[config.mk]
export PLATFORM = sky130hd
export DESIGN_NAME = detection_row_box_decode_top
export DESIGN_NICKNAME = d
export VERILOG_FILES = /design/src/sv/drbd_pkg.sv /design/src/sv/drbd_front.sv /design/src/sv/drbd_queue.sv /design/src/sv/drbd_back.sv /design/src/sv/detection_row_box_decode_top.sv
export SDC_FILE = /design/constraint.sdc
export NUM_CORES = 2
export LEC_CHECK = 0
export BUFFER_PORTS_ARGS = -buffer_cell sky130_fd_sc_hd__buf_2
export CAP_MARGIN = 0
export CELL_PAD_IN_SITES_DETAIL_PLACEMENT = 1
export CELL_PAD_IN_SITES_GLOBAL_PLACEMENT = 1
export CORE_ASPECT_RATIO = 0.8
export CORE_MARGIN = 5
export CORE_UTILIZATION = 45
export DETAILED_ROUTE_END_ITERATION = 7
export GPL_ROUTABILITY_DRIVEN = 1
export PLACE_DENSITY = 0.71
export SYNTH_ARGS = -nofsm -noshare
export SYNTH_HDL_FRONTEND = slang
export SYNTH_HIERARCHICAL = 1
export SYNTH_SLANG_ARGS = --single-unit
[constraint.sdc]
create_clock -name clk -period 13 [get_ports clk]
set_clock_uncertainty 0.2 [all_clocks]
set_input_delay 2.6 -clock clk [delete_from_list [all_inputs] [get_ports clk]]
set_output_delay 2.6 -clock clk [all_outputs]
set_load 0.02 [all_outputs]
[src/sv/drbd_pkg.sv]
// Shared types, constants and helper functions for the detection row box decoder.
// Used by drbd_front, drbd_queue, drbd_back and detection_row_box_decode_top.
`timescale 1ns / 1ps

package drbd_pkg;

	localparam int VAL_W           = 16;
	localparam int POS_W           = 7;
	localparam int CLS_W           = 7;
	localparam int IMG_W           = 13;
	localparam int CFG_IDX_W       = 3;
	localparam int CFG_DATA_W      = 20;
	localparam int INV_W           = 20;
	localparam int PAD_W           = 10;
	localparam int OBJ_POS         = 4;
	localparam int FIRST_CLASS_POS = 5;
	localparam int BOX_SLOTS       = 4;
	localparam int POS_MAX         = 127;
	localparam int IMG_MAX         = 4096;
	localparam int Q_DEPTH         = 2;
	localparam int OUT_TDATA_W     = 80;

	typedef enum logic [CFG_IDX_W-1:0] {
		CFG_THRESHOLD = 3'd0,
		CFG_INV_SCALE = 3'd1,
		CFG_PAD_LEFT  = 3'd2,
		CFG_PAD_TOP   = 3'd3,
		CFG_IMG_W     = 3'd4,
		CFG_IMG_H     = 3'd5
	} cfg_idx_t;

	typedef struct packed {
		logic [VAL_W-1:0] threshold;
		logic [INV_W-1:0] inv_scale;
		logic [PAD_W-1:0] pad_left;
		logic [PAD_W-1:0] pad_top;
		logic [IMG_W-1:0] img_w;
		logic [IMG_W-1:0] img_h;
	} cfg_t;

	// one finished row handed from front to back
	typedef struct packed {
		logic [VAL_W-1:0] cx;
		logic [VAL_W-1:0] cy;
		logic [VAL_W-1:0] w;
		logic [VAL_W-1:0] h;
		logic [VAL_W-1:0] obj;
		logic [VAL_W-1:0] best;
		logic [CLS_W-1:0] cls;
	} job_t;

	// result layout, first field in the highest bits
	typedef struct packed {
		logic [VAL_W-1:0] score;
		logic [CLS_W-1:0] cls;
		logic [12:0]      height;
		logic [12:0]      width;
		logic [11:0]      top;
		logic [11:0]      left;
	} result_t;

	typedef struct packed {
		logic [12:0] ext;
		logic [11:0] pos;
	} axis_t;

	// zero reads as one, anything above the maximum reads as the maximum
	function automatic logic [IMG_W-1:0] dim_of(input logic [IMG_W-1:0] d);
		logic [IMG_W-1:0] r;
		r = d;
		if (d == '0)
			r = IMG_W'(1);
		else if (d > IMG_W'(IMG_MAX))
			r = IMG_W'(IMG_MAX);
		return r;
	endfunction

	// pos and ext are saturated to 13 bits; lim is 1..4096
	function automatic axis_t clamp_axis(input logic [12:0] pos, input logic [12:0] ext,
		input logic [12:0] lim);
		logic signed [14:0] sp;
		logic signed [14:0] se;
		logic signed [14:0] sl;
		logic signed [14:0] w1;
		logic signed [14:0] p;
		logic signed [14:0] room;
		axis_t r;
		sp = $signed({2'b00, pos});
		se = $signed({2'b00, ext});
		sl = $signed({2'b00, lim});
		w1 = (se < sl - sp) ? se : sl - sp;
		p = (sp < sl - 15'sd1) ? sp : sl - 15'sd1;
		if (w1 < 15'sd0)
			w1 = 15'sd0;
		room = sl - p;
		if (w1 > room)
			w1 = room;
		r.pos = p[11:0];
		r.ext = w1[12:0];
		return r;
	endfunction

endpackage

[src/sv/drbd_front.sv]
// Front end: accepts row values, files box fields and objectness, tracks the best class.
// Hands each finished row to the queue. Depends on drbd_pkg.
`timescale 1ns / 1ps

module drbd_front #(
	parameter int NUM_CLASSES = 80
) (
	input  logic                      clk,
	input  logic                      arst_n,
	input  logic                      s_tvalid,
	output logic                      s_tready,
	input  logic [drbd_pkg::VAL_W-1:0] row_value,
	input  logic                      row_end,
	input  logic                      q_full,
	output logic                      push,
	output drbd_pkg::job_t            job
);

	localparam logic [7:0] CLS_END = 8'(drbd_pkg::FIRST_CLASS_POS + NUM_CLASSES);

	logic [drbd_pkg::POS_W-1:0] pos_q;
	logic [drbd_pkg::VAL_W-1:0] box_q [drbd_pkg::BOX_SLOTS];
	logic [drbd_pkg::VAL_W-1:0] obj_q;
	logic [drbd_pkg::VAL_W-1:0] best_q;
	logic [drbd_pkg::CLS_W-1:0] cls_q;

	logic [drbd_pkg::VAL_W-1:0] nbox [drbd_pkg::BOX_SLOTS];
	logic [drbd_pkg::VAL_W-1:0] nobj;
	logic [drbd_pkg::VAL_W-1:0] nbest;
	logic [drbd_pkg::CLS_W-1:0] ncls;
	logic                       accept;

	assign s_tready = !q_full;
	assign accept   = s_tvalid && s_tready;
	assign push     = accept && row_end;

	// state as it stands after the current value is taken
	always_comb begin
		nbox  = box_q;
		nobj  = obj_q;
		nbest = best_q;
		ncls  = cls_q;
		if (pos_q < drbd_pkg::POS_W'(drbd_pkg::OBJ_POS)) begin
			nbox[pos_q[1:0]] = row_value;
		end else if (pos_q == drbd_pkg::POS_W'(drbd_pkg::OBJ_POS)) begin
			nobj = row_value;
		end else if ({1'b0, pos_q} < CLS_END && row_value > best_q) begin
			nbest = row_value;
			ncls  = pos_q - drbd_pkg::POS_W'(drbd_pkg::FIRST_CLASS_POS);
		end
	end

	assign job.cx   = nbox[0];
	assign job.cy   = nbox[1];
	assign job.w    = nbox[2];
	assign job.h    = nbox[3];
	assign job.obj  = nobj;
	assign job.best = nbest;
	assign job.cls  = ncls;

	always_ff @(posedge clk) begin
		if (accept) begin
			box_q <= nbox;
			obj_q <= nobj;
		end
	end

	always_ff @(posedge clk or negedge arst_n) begin
		if (!arst_n) begin
			pos_q  <= '0;
			best_q <= '0;
			cls_q  <= '0;
		end else if (accept) begin
			if (row_end) begin
				pos_q  <= '0;
				best_q <= '0;
				cls_q  <= '0;
			end else begin
				if (pos_q != drbd_pkg::POS_W'(drbd_pkg::POS_MAX))
					pos_q <= pos_q + 1'b1;
				best_q <= nbest;
				cls_q  <= ncls;
			end
		end
	end

endmodule

[src/sv/drbd_queue.sv]
// Two-entry queue of finished rows between the front end and the box sequencer.
// Depends on drbd_pkg.
`timescale 1ns / 1ps

module drbd_queue (
	input  logic           clk,
	input  logic           arst_n,
	input  logic           push,
	input  drbd_pkg::job_t push_job,
	output logic           full,
	input  logic           pop,
	output drbd_pkg::job_t pop_job,
	output logic           empty
);

	drbd_pkg::job_t mem [drbd_pkg::Q_DEPTH];
	logic           wr_ptr_q;
	logic           rd_ptr_q;
	logic [1:0]     count_q;

	assign full    = count_q == 2'(drbd_pkg::Q_DEPTH);
	assign empty   = count_q == 2'd0;
	assign pop_job = mem[rd_ptr_q];

	always_ff @(posedge clk) begin
		if (push)
			mem[wr_ptr_q] <= push_job;
	end

	always_ff @(posedge clk or negedge arst_n) begin
		if (!arst_n) begin
			wr_ptr_q <= 1'b0;
			rd_ptr_q <= 1'b0;
			count_q  <= 2'd0;
		end else begin
			if (push)
				wr_ptr_q <= !wr_ptr_q;
			if (pop)
				rd_ptr_q <= !rd_ptr_q;
			if (push && !pop)
				count_q <= count_q + 2'd1;
			else if (pop && !push)
				count_q <= count_q - 2'd1;
		end
	end

	a_no_push_full: assert property (@(posedge clk) disable iff (!arst_n) push |-> !full)
		else $error("queue written while full");
	a_no_pop_empty: assert property (@(posedge clk) disable iff (!arst_n) pop |-> !empty)
		else $error("queue read while empty");
	a_count_up: assert property (@(posedge clk) disable iff (!arst_n)
		(push && !pop) |=> count_q == $past(count_q) + 2'd1)
		else $error("queue count lost a transfer");

endmodule

[src/sv/drbd_back.sv]
// Box sequencer: score check (own multiplier), letterbox undo and clamping over several steps
// through one constant multiplier and one scale multiplier. Depends on drbd_pkg.
`timescale 1ns / 1ps

module drbd_back #(
	parameter int NETWORK_SIZE = 640
) (
	input  logic                               clk,
	input  logic                               arst_n,
	input  drbd_pkg::cfg_t                     cfg,
	input  logic                               q_empty,
	input  drbd_pkg::job_t                     q_job,
	output logic                               q_pop,
	output logic                               m_tvalid,
	input  logic                               m_tready,
	output logic [drbd_pkg::OUT_TDATA_W-1:0]   m_tdata
);

	localparam int NS_W = $clog2(NETWORK_SIZE + 1);
	localparam int T_W  = ((17 + NS_W > 27) ? 17 + NS_W : 27) + 2;
	localparam int P_W  = T_W - 1 + drbd_pkg::INV_W;
	localparam logic signed [T_W-1:0] NS_T = T_W'(NETWORK_SIZE);

	typedef enum logic [3:0] {
		ST_IDLE,
		ST_SCORE,
		ST_NX,
		ST_LX,
		ST_NY,
		ST_TY,
		ST_WN,
		ST_EW,
		ST_HN,
		ST_EH,
		ST_CLAMP
	} state_t;

	state_t                      state_q;
	logic                        m_valid_q;
	drbd_pkg::result_t           m_data_q;

	drbd_pkg::job_t              job_q;
	logic signed [T_W-1:0]       t_q;
	logic [12:0]                 left_q;
	logic [12:0]                 top_q;
	logic [12:0]                 ew_q;
	logic [12:0]                 eh_q;
	logic [drbd_pkg::VAL_W-1:0]  score_q;

	logic signed [18:0]          dx;
	logic signed [18:0]          dy;
	logic signed [T_W-1:0]       c_a;
	logic [drbd_pkg::PAD_W-1:0]  c_pad;
	logic signed [T_W-1:0]       pad_term;
	logic signed [T_W-1:0]       cprod;
	logic [P_W-1:0]              m;
	logic [P_W-1:0]              sh;
	logic [12:0]                 sat;
	logic                        is_edge;
	logic                        t_pos;
	logic [12:0]                 mval;
	logic [31:0]                 sprod;
	logic                        pass;
	logic                        out_free;
	drbd_pkg::axis_t             ax;
	drbd_pkg::axis_t             ay;
	drbd_pkg::result_t           res;

	// 2*center - extent, in signed Q2.16
	assign dx = $signed({2'b00, job_q.cx, 1'b0}) - $signed({3'b000, job_q.w});
	assign dy = $signed({2'b00, job_q.cy, 1'b0}) - $signed({3'b000, job_q.h});

	always_comb begin
		case (state_q)
			ST_NX: begin
				c_a   = T_W'(dx);
				c_pad = cfg.pad_left;
			end
			ST_NY: begin
				c_a   = T_W'(dy);
				c_pad = cfg.pad_top;
			end
			ST_HN: begin
				c_a   = $signed({{(T_W-drbd_pkg::VAL_W){1'b0}}, job_q.h});
				c_pad = '0;
			end
			default: begin
				c_a   = $signed({{(T_W-drbd_pkg::VAL_W){1'b0}}, job_q.w});
				c_pad = '0;
			end
		endcase
	end

	// edge numerator in units of 2^-17 network pixels, extent in 2^-16
	assign pad_term = $signed({{(T_W-drbd_pkg::PAD_W-17){1'b0}}, c_pad, 17'b0});
	assign cprod    = c_a * NS_T - pad_term;

	assign m       = P_W'(t_q[T_W-2:0]) * P_W'(cfg.inv_scale);
	assign is_edge = (state_q == ST_LX) || (state_q == ST_TY);
	assign sh      = is_edge ? (m >> 33) : (m >> 32);
	assign sat     = (|sh[P_W-1:13]) ? 13'h1FFF : sh[12:0];
	assign t_pos   = !t_q[T_W-1] && (|t_q);
	assign mval    = (is_edge && !t_pos) ? 13'd0 : sat;

	assign sprod = 32'(job_q.obj) * 32'(job_q.best);
	assign pass  = (job_q.obj > cfg.threshold) && (sprod[31:16] > cfg.threshold);

	assign ax = drbd_pkg::clamp_axis(left_q, ew_q, drbd_pkg::dim_of(cfg.img_w));
	assign ay = drbd_pkg::clamp_axis(top_q, eh_q, drbd_pkg::dim_of(cfg.img_h));

	always_comb begin
		res.score  = score_q;
		res.cls    = job_q.cls;
		res.height = ay.ext;
		res.width  = ax.ext;
		res.top    = ay.pos;
		res.left   = ax.pos;
	end

	assign out_free = !m_valid_q || m_tready;
	assign q_pop    = (state_q == ST_IDLE) && !q_empty;
	assign m_tvalid = m_valid_q;
	assign m_tdata  = {{(drbd_pkg::OUT_TDATA_W-$bits(drbd_pkg::result_t)){1'b0}}, m_data_q};

	always_ff @(posedge clk) begin
		if (q_pop)
			job_q <= q_job;
		case (state_q)
			ST_SCORE: score_q <= sprod[31:16];
			ST_NX, ST_NY, ST_WN, ST_HN: t_q <= cprod;
			ST_LX: left_q <= mval;
			ST_TY: top_q <= mval;
			ST_EW: ew_q <= mval;
			ST_EH: eh_q <= mval;
			default: ;
		endcase
	end

	always_ff @(posedge clk or negedge arst_n) begin
		if (!arst_n) begin
			state_q   <= ST_IDLE;
			m_valid_q <= 1'b0;
			m_data_q  <= '0;
		end else begin
			if (state_q == ST_CLAMP && out_free)
				m_valid_q <= 1'b1;
			else if (m_tready)
				m_valid_q <= 1'b0;
			case (state_q)
				ST_IDLE:  if (!q_empty) state_q <= ST_SCORE;
				ST_SCORE: state_q <= pass ? ST_NX : ST_IDLE;
				ST_NX:    state_q <= ST_LX;
				ST_LX:    state_q <= ST_NY;
				ST_NY:    state_q <= ST_TY;
				ST_TY:    state_q <= ST_WN;
				ST_WN:    state_q <= ST_EW;
				ST_EW:    state_q <= ST_HN;
				ST_HN:    state_q <= ST_EH;
				ST_EH:    state_q <= ST_CLAMP;
				ST_CLAMP: begin
					if (out_free) begin
						m_data_q <= res;
						state_q  <= ST_IDLE;
					end
				end
				default:  state_q <= ST_IDLE;
			endcase
		end
	end

	a_pop_starts: assert property (@(posedge clk) disable iff (!arst_n)
		(state_q == ST_IDLE && !q_empty) |=> state_q == ST_SCORE)
		else $error("queued row not started");
	a_drop_fail: assert property (@(posedge clk) disable iff (!arst_n)
		(state_q == ST_SCORE && !pass) |=> state_q == ST_IDLE)
		else $error("rejected row not dropped");
	a_result_load: assert property (@(posedge clk) disable iff (!arst_n)
		(state_q == ST_CLAMP && out_free) |=> m_valid_q)
		else $error("finished box not presented");

endmodule

[src/sv/detection_row_box_decode_top.sv]
// Top level of the detection row box decoder: configuration registers and the
// front end, row queue and box sequencer. Depends on drbd_pkg and the drbd_ modules.
`timescale 1ns / 1ps

// Row values stream in one per cycle on the s_ side while s_tready is high, tlast
// marking a row's last value: center x, center y, width, height, objectness, then
// NUM_CLASSES scores. A row that passes the threshold yields one clamped box on the
// m_ side. Rows go to a two-entry queue; the box sequencer drops a failing row after
// its score check and steps a passing one to its clamp, waiting out an output stall,
// so s_tready drops only while both queue entries are waiting. Configuration writes
// are always accepted (cfg_ready is tied high) and take effect next cycle.

module detection_row_box_decode_top #(
	parameter int NUM_CLASSES  = 80,
	parameter int NETWORK_SIZE = 640
) (
	input  logic                                clk,
	input  logic                                arst_n,
	input  logic                                s_tvalid,
	output logic                                s_tready,
	input  logic [15:0]                         s_tdata,   // [15:0] row_value
	input  logic                                s_tlast,   // row_end
	output logic                                m_tvalid,
	input  logic                                m_tready,
	// [11:0] box_left, [23:12] box_top, [36:24] box_width, [49:37] box_height,
	// [56:50] class_index, [72:57] box_score, [79:73] zero
	output logic [drbd_pkg::OUT_TDATA_W-1:0]    m_tdata,
	input  logic                                cfg_valid,
	output logic                                cfg_ready,
	input  logic [drbd_pkg::CFG_IDX_W-1:0]      cfg_index,
	input  logic [drbd_pkg::CFG_DATA_W-1:0]     cfg_data
);

	drbd_pkg::cfg_t cfg_q;
	drbd_pkg::job_t push_job;
	drbd_pkg::job_t pop_job;
	logic           push;
	logic           pop;
	logic           q_full;
	logic           q_empty;

	assign cfg_ready = 1'b1;

	always_ff @(posedge clk or negedge arst_n) begin
		if (!arst_n) begin
			cfg_q.threshold <= 16'd16384;
			cfg_q.inv_scale <= 20'd131072;
			cfg_q.pad_left  <= 10'd0;
			cfg_q.pad_top   <= 10'd140;
			cfg_q.img_w     <= 13'd1280;
			cfg_q.img_h     <= 13'd720;
		end else if (cfg_valid && cfg_ready) begin
			case (drbd_pkg::cfg_idx_t'(cfg_index))
				drbd_pkg::CFG_THRESHOLD: cfg_q.threshold <= cfg_data[15:0];
				drbd_pkg::CFG_INV_SCALE: cfg_q.inv_scale <= cfg_data;
				drbd_pkg::CFG_PAD_LEFT:  cfg_q.pad_left  <= cfg_data[9:0];
				drbd_pkg::CFG_PAD_TOP:   cfg_q.pad_top   <= cfg_data[9:0];
				drbd_pkg::CFG_IMG_W:     cfg_q.img_w     <= cfg_data[12:0];
				drbd_pkg::CFG_IMG_H:     cfg_q.img_h     <= cfg_data[12:0];
				default: ;
			endcase
		end
	end

	drbd_front #(
		.NUM_CLASSES (NUM_CLASSES)
	) u_front (
		.clk       (clk),
		.arst_n    (arst_n),
		.s_tvalid  (s_tvalid),
		.s_tready  (s_tready),
		.row_value (s_tdata),
		.row_end   (s_tlast),
		.q_full    (q_full),
		.push      (push),
		.job       (push_job)
	);

	drbd_queue u_queue (
		.clk      (clk),
		.arst_n   (arst_n),
		.push     (push),
		.push_job (push_job),
		.full     (q_full),
		.pop      (pop),
		.pop_job  (pop_job),
		.empty    (q_empty)
	);

	drbd_back #(
		.NETWORK_SIZE (NETWORK_SIZE)
	) u_back (
		.clk      (clk),
		.arst_n   (arst_n),
		.cfg      (cfg_q),
		.q_empty  (q_empty),
		.q_job    (pop_job),
		.q_pop    (pop),
		.m_tvalid (m_tvalid),
		.m_tready (m_tready),
		.m_tdata  (m_tdata)
	);

endmodule

==> results.sh <==
export IMPL_gp_congestion=0.853
export IMPL_fp_dieH_um=327
export IMPL_grt_start_max_net_pins=95
export IMPL_hp_class="reg -> reg"
export IMPL_clockBufferDepth=3
export IMPL_drtIter0Drc=2591
export IMPL_rsz0062_at_grt="false"
export IMPL_die_area_mm2=0.133
export IMPL_crit_type="reg -> reg"
export IMPL_yosys_area_top_type="edfxtp_1"
export IMPL_cts_buffers=72
export IMPL_grt_pass1_wl_um=251000
export IMPL_start_util=0.453
export IMPL_ys_async_sr_fraction=0.288
export IMPL_cpPeakStageDelay_ns=0.49
export IMPL_grt_busiest_layer="met2"
export IMPL_cts_root_buffer_cell="clkbuf_16"
export IMPL_synth_top_area_share=0.254
export IMPL_cts_tree="built"
export IMPL_status="complete, no violations"
export IMPL_ys_ff_latch=673
export IMPL_cts_htree_levels=3
export IMPL_netlist_top_cells_area="edfxtp_1 25%, fa_1 19%, ha_1 11%, dfrtp_1 8.1%, inv_1 5.0%"
export IMPL_hpwlAfterDp_um=119000
export IMPL_route_detailed_drc=0
export IMPL_worstSetupStartpointType="register"
export IMPL_fmaxAchievable_ghz=0.101
export IMPL_tns_ns=0
export IMPL_dieWidth_um=406
export IMPL_crit_arrival_ns=10.24
export IMPL_period_needed_ns=9.89
export IMPL_synth_top_cells_by_count="753 x inv_1, 636 x nand2_1, 538 x fa_1"
export IMPL_maxCapViolations=0
export IMPL_period_share=0.761
export IMPL_num_rows=116
export IMPL_use_met2=0.397
export IMPL_synth_edf_count=479
export IMPL_slowest_stage="ha_1"
export IMPL_clk_insertion_delay_late_ns=0.69
export IMPL_path_clk_slew_ns=0.08
export IMPL_overflow=0
export IMPL_maxSlewViolCount=0
export IMPL_synth_area_mm2=0.0566
export IMPL_synth_ff_type="edfxtp_1"
export IMPL_syn_area_per_cell_um2=10.7
export IMPL_num_nets_final=6381
export IMPL_fillCellCount=13400
export IMPL_cts_setup_buffers=0
export IMPL_vias=38700
export IMPL_cp_required_ns=13.36
export IMPL_yosys_warnings=6
export IMPL_endpoint_kind="register"
export IMPL_worstMarginPinSlew_ns=1.26
export IMPL_hold_viol=0
export IMPL_cts_resized=0
export IMPL_yosysMostFrequentCell="inv_1"
export IMPL_vias_per_cell=5.53
export IMPL_finalSetupViolCount=0
export IMPL_ys_seq_area_frac=0.340
export IMPL_syn_inst=5267
export IMPL_core_area_mm2=0.125
export IMPL_crit_path_frequent_cell="o21a_1"
export IMPL_numClockSinks=673
export IMPL_drt_first_pass_iters=7
export IMPL_hold_buffers=0
export IMPL_use_met3=0.0382
export IMPL_met1_usage=0.349
export IMPL_grt_pass1_vias=42300
export IMPL_synth_distinct_cells=102
export IMPL_area_growth_pct=8.18
export IMPL_antenna_found_initial=13
export IMPL_io_pin_count=128
export IMPL_ant_nets=0
export IMPL_io_buffers=119
export IMPL_drive_gt1_frac=0.121
export IMPL_cp_max_fo=17
export IMPL_gr_usage_all_layers=0.244
export IMPL_diodes=0
export IMPL_routedWlPerCell_um=22.8
export IMPL_wl_um=160000
export IMPL_relSlewSlack=0.158
==> per-layer routing <==
layer	wire length, um	up-vias	share of wire
met3	8490	174	0.053
met4	3260	2	0.020
met2	74100	896	0.46
met1	74200	20100	0.46
li1	-	17600	-
met5	16	-	0.00010
==> metrics by stage <==
step	std cells	instance area, um^2	hold WS, ns	utilization	setup WS [ns]
CTS	7007	61200	0.224	0.490	3.21
global placement	6874	58700	0.222	0.470	3.59
floorplan	5275	56600	0.215	-	0.635
detailed placement	6874	58700	0.227	0.470	3.26
finish	7007	61200	0.215	0.490	3.11
global route	7007	61200	0.243	0.490	2.51
==> flip-flops by register name, indices dropped and copies added (netlist names), 16 cells and up <==
name,cells
u_back/m_tdata,73
u_front/obj_q,16
cfg_q,82
u_back/score_q,16
u_front/box_q,64
u_back/t_q,22
u_queue/mem,206
u_back/job_q,103
u_front/best_q,16
==> path summary, 6_finish.rpt <==
kind	endpoint	slack [ns]	startpoint	cells past startpoint
worst max register to register	u_back/m_tdata[39]$_DFFE_PN0P_	3.11	cfg_q[2]$_DFFE_PN0P_	38
min in group asynchronous	u_back/m_tdata[40]$_DFFE_PN0P_	1.78	arst_n	1
max in group asynchronous	u_queue/rd_ptr_q$_DFFE_PN0P_	8.67	arst_n	3
worst max-delay path	u_back/m_tdata[39]$_DFFE_PN0P_	3.11	cfg_q[2]$_DFFE_PN0P_	38
worst min-delay path	u_back/m_tdata[69]$_DFFE_PN0P_	0.22	u_back/score_q[12]$_DFFE_PP_	2
worst min register to register	u_back/m_tdata[69]$_DFFE_PN0P_	0.22	u_back/score_q[12]$_DFFE_PP_	2
==> critical path: cells and delay by family (launching register included) <==
family	cells	cell delay (ns)
AOI/OAI and AO/OA	19	3.89
adders and majority gates	7	2.28
and+or+nand+nor	8	1.90
xor gates and xnor gates	2	0.52
buffers and inverters	2	0.52
DFF	1	0.44
==> layout make-up <==
type	count	area [um^2]	area share
sequential	673	19300	0.315
timing repair buffer	171	996	0.0163
inverter	754	2830	0.0463
clock buffer	101	2040	0.0334
clock inverter	32	440	0.00719
multi-input combinational	3624	33600	0.549
tap	1652	2070	0.0338
==> cells by family after synthesis <==
| family | Yosys count | synth area share |
|---|---|---|
| DFF | 673 | 0.340 |
| xor gates and xnor gates | 134 | 0.0210 |
| and+or+nand+nor | 1470 | 0.126 |
| muxes | 286 | 0.0607 |
| other | 2 | 0.000133 |
| AOI/OAI and AO/OA | 680 | 0.0818 |
| buffers and inverters | 978 | 0.0677 |
| adders and majority gates | 1044 | 0.302 |
==> cell usage in the layout, fill, tap and decap left out, types with 85 or more instances in the layout <==
cell type,Yosys,routed
fa_1,538,538
mux2_2,216,216
nand2_1,636,635
buf_2,25,118
edfxtp_1,479,479
a21oi_1,151,151
o21ai_0,151,151
and2_1,288,286
xnor2_1,85,85
dfrtp_1,183,182
nor2_1,188,187
inv_1,753,752
ha_1,502,502
Power is not shown: default switching activity piles up to over one toggle a cycle in this logic, so the estimate is an artifact.
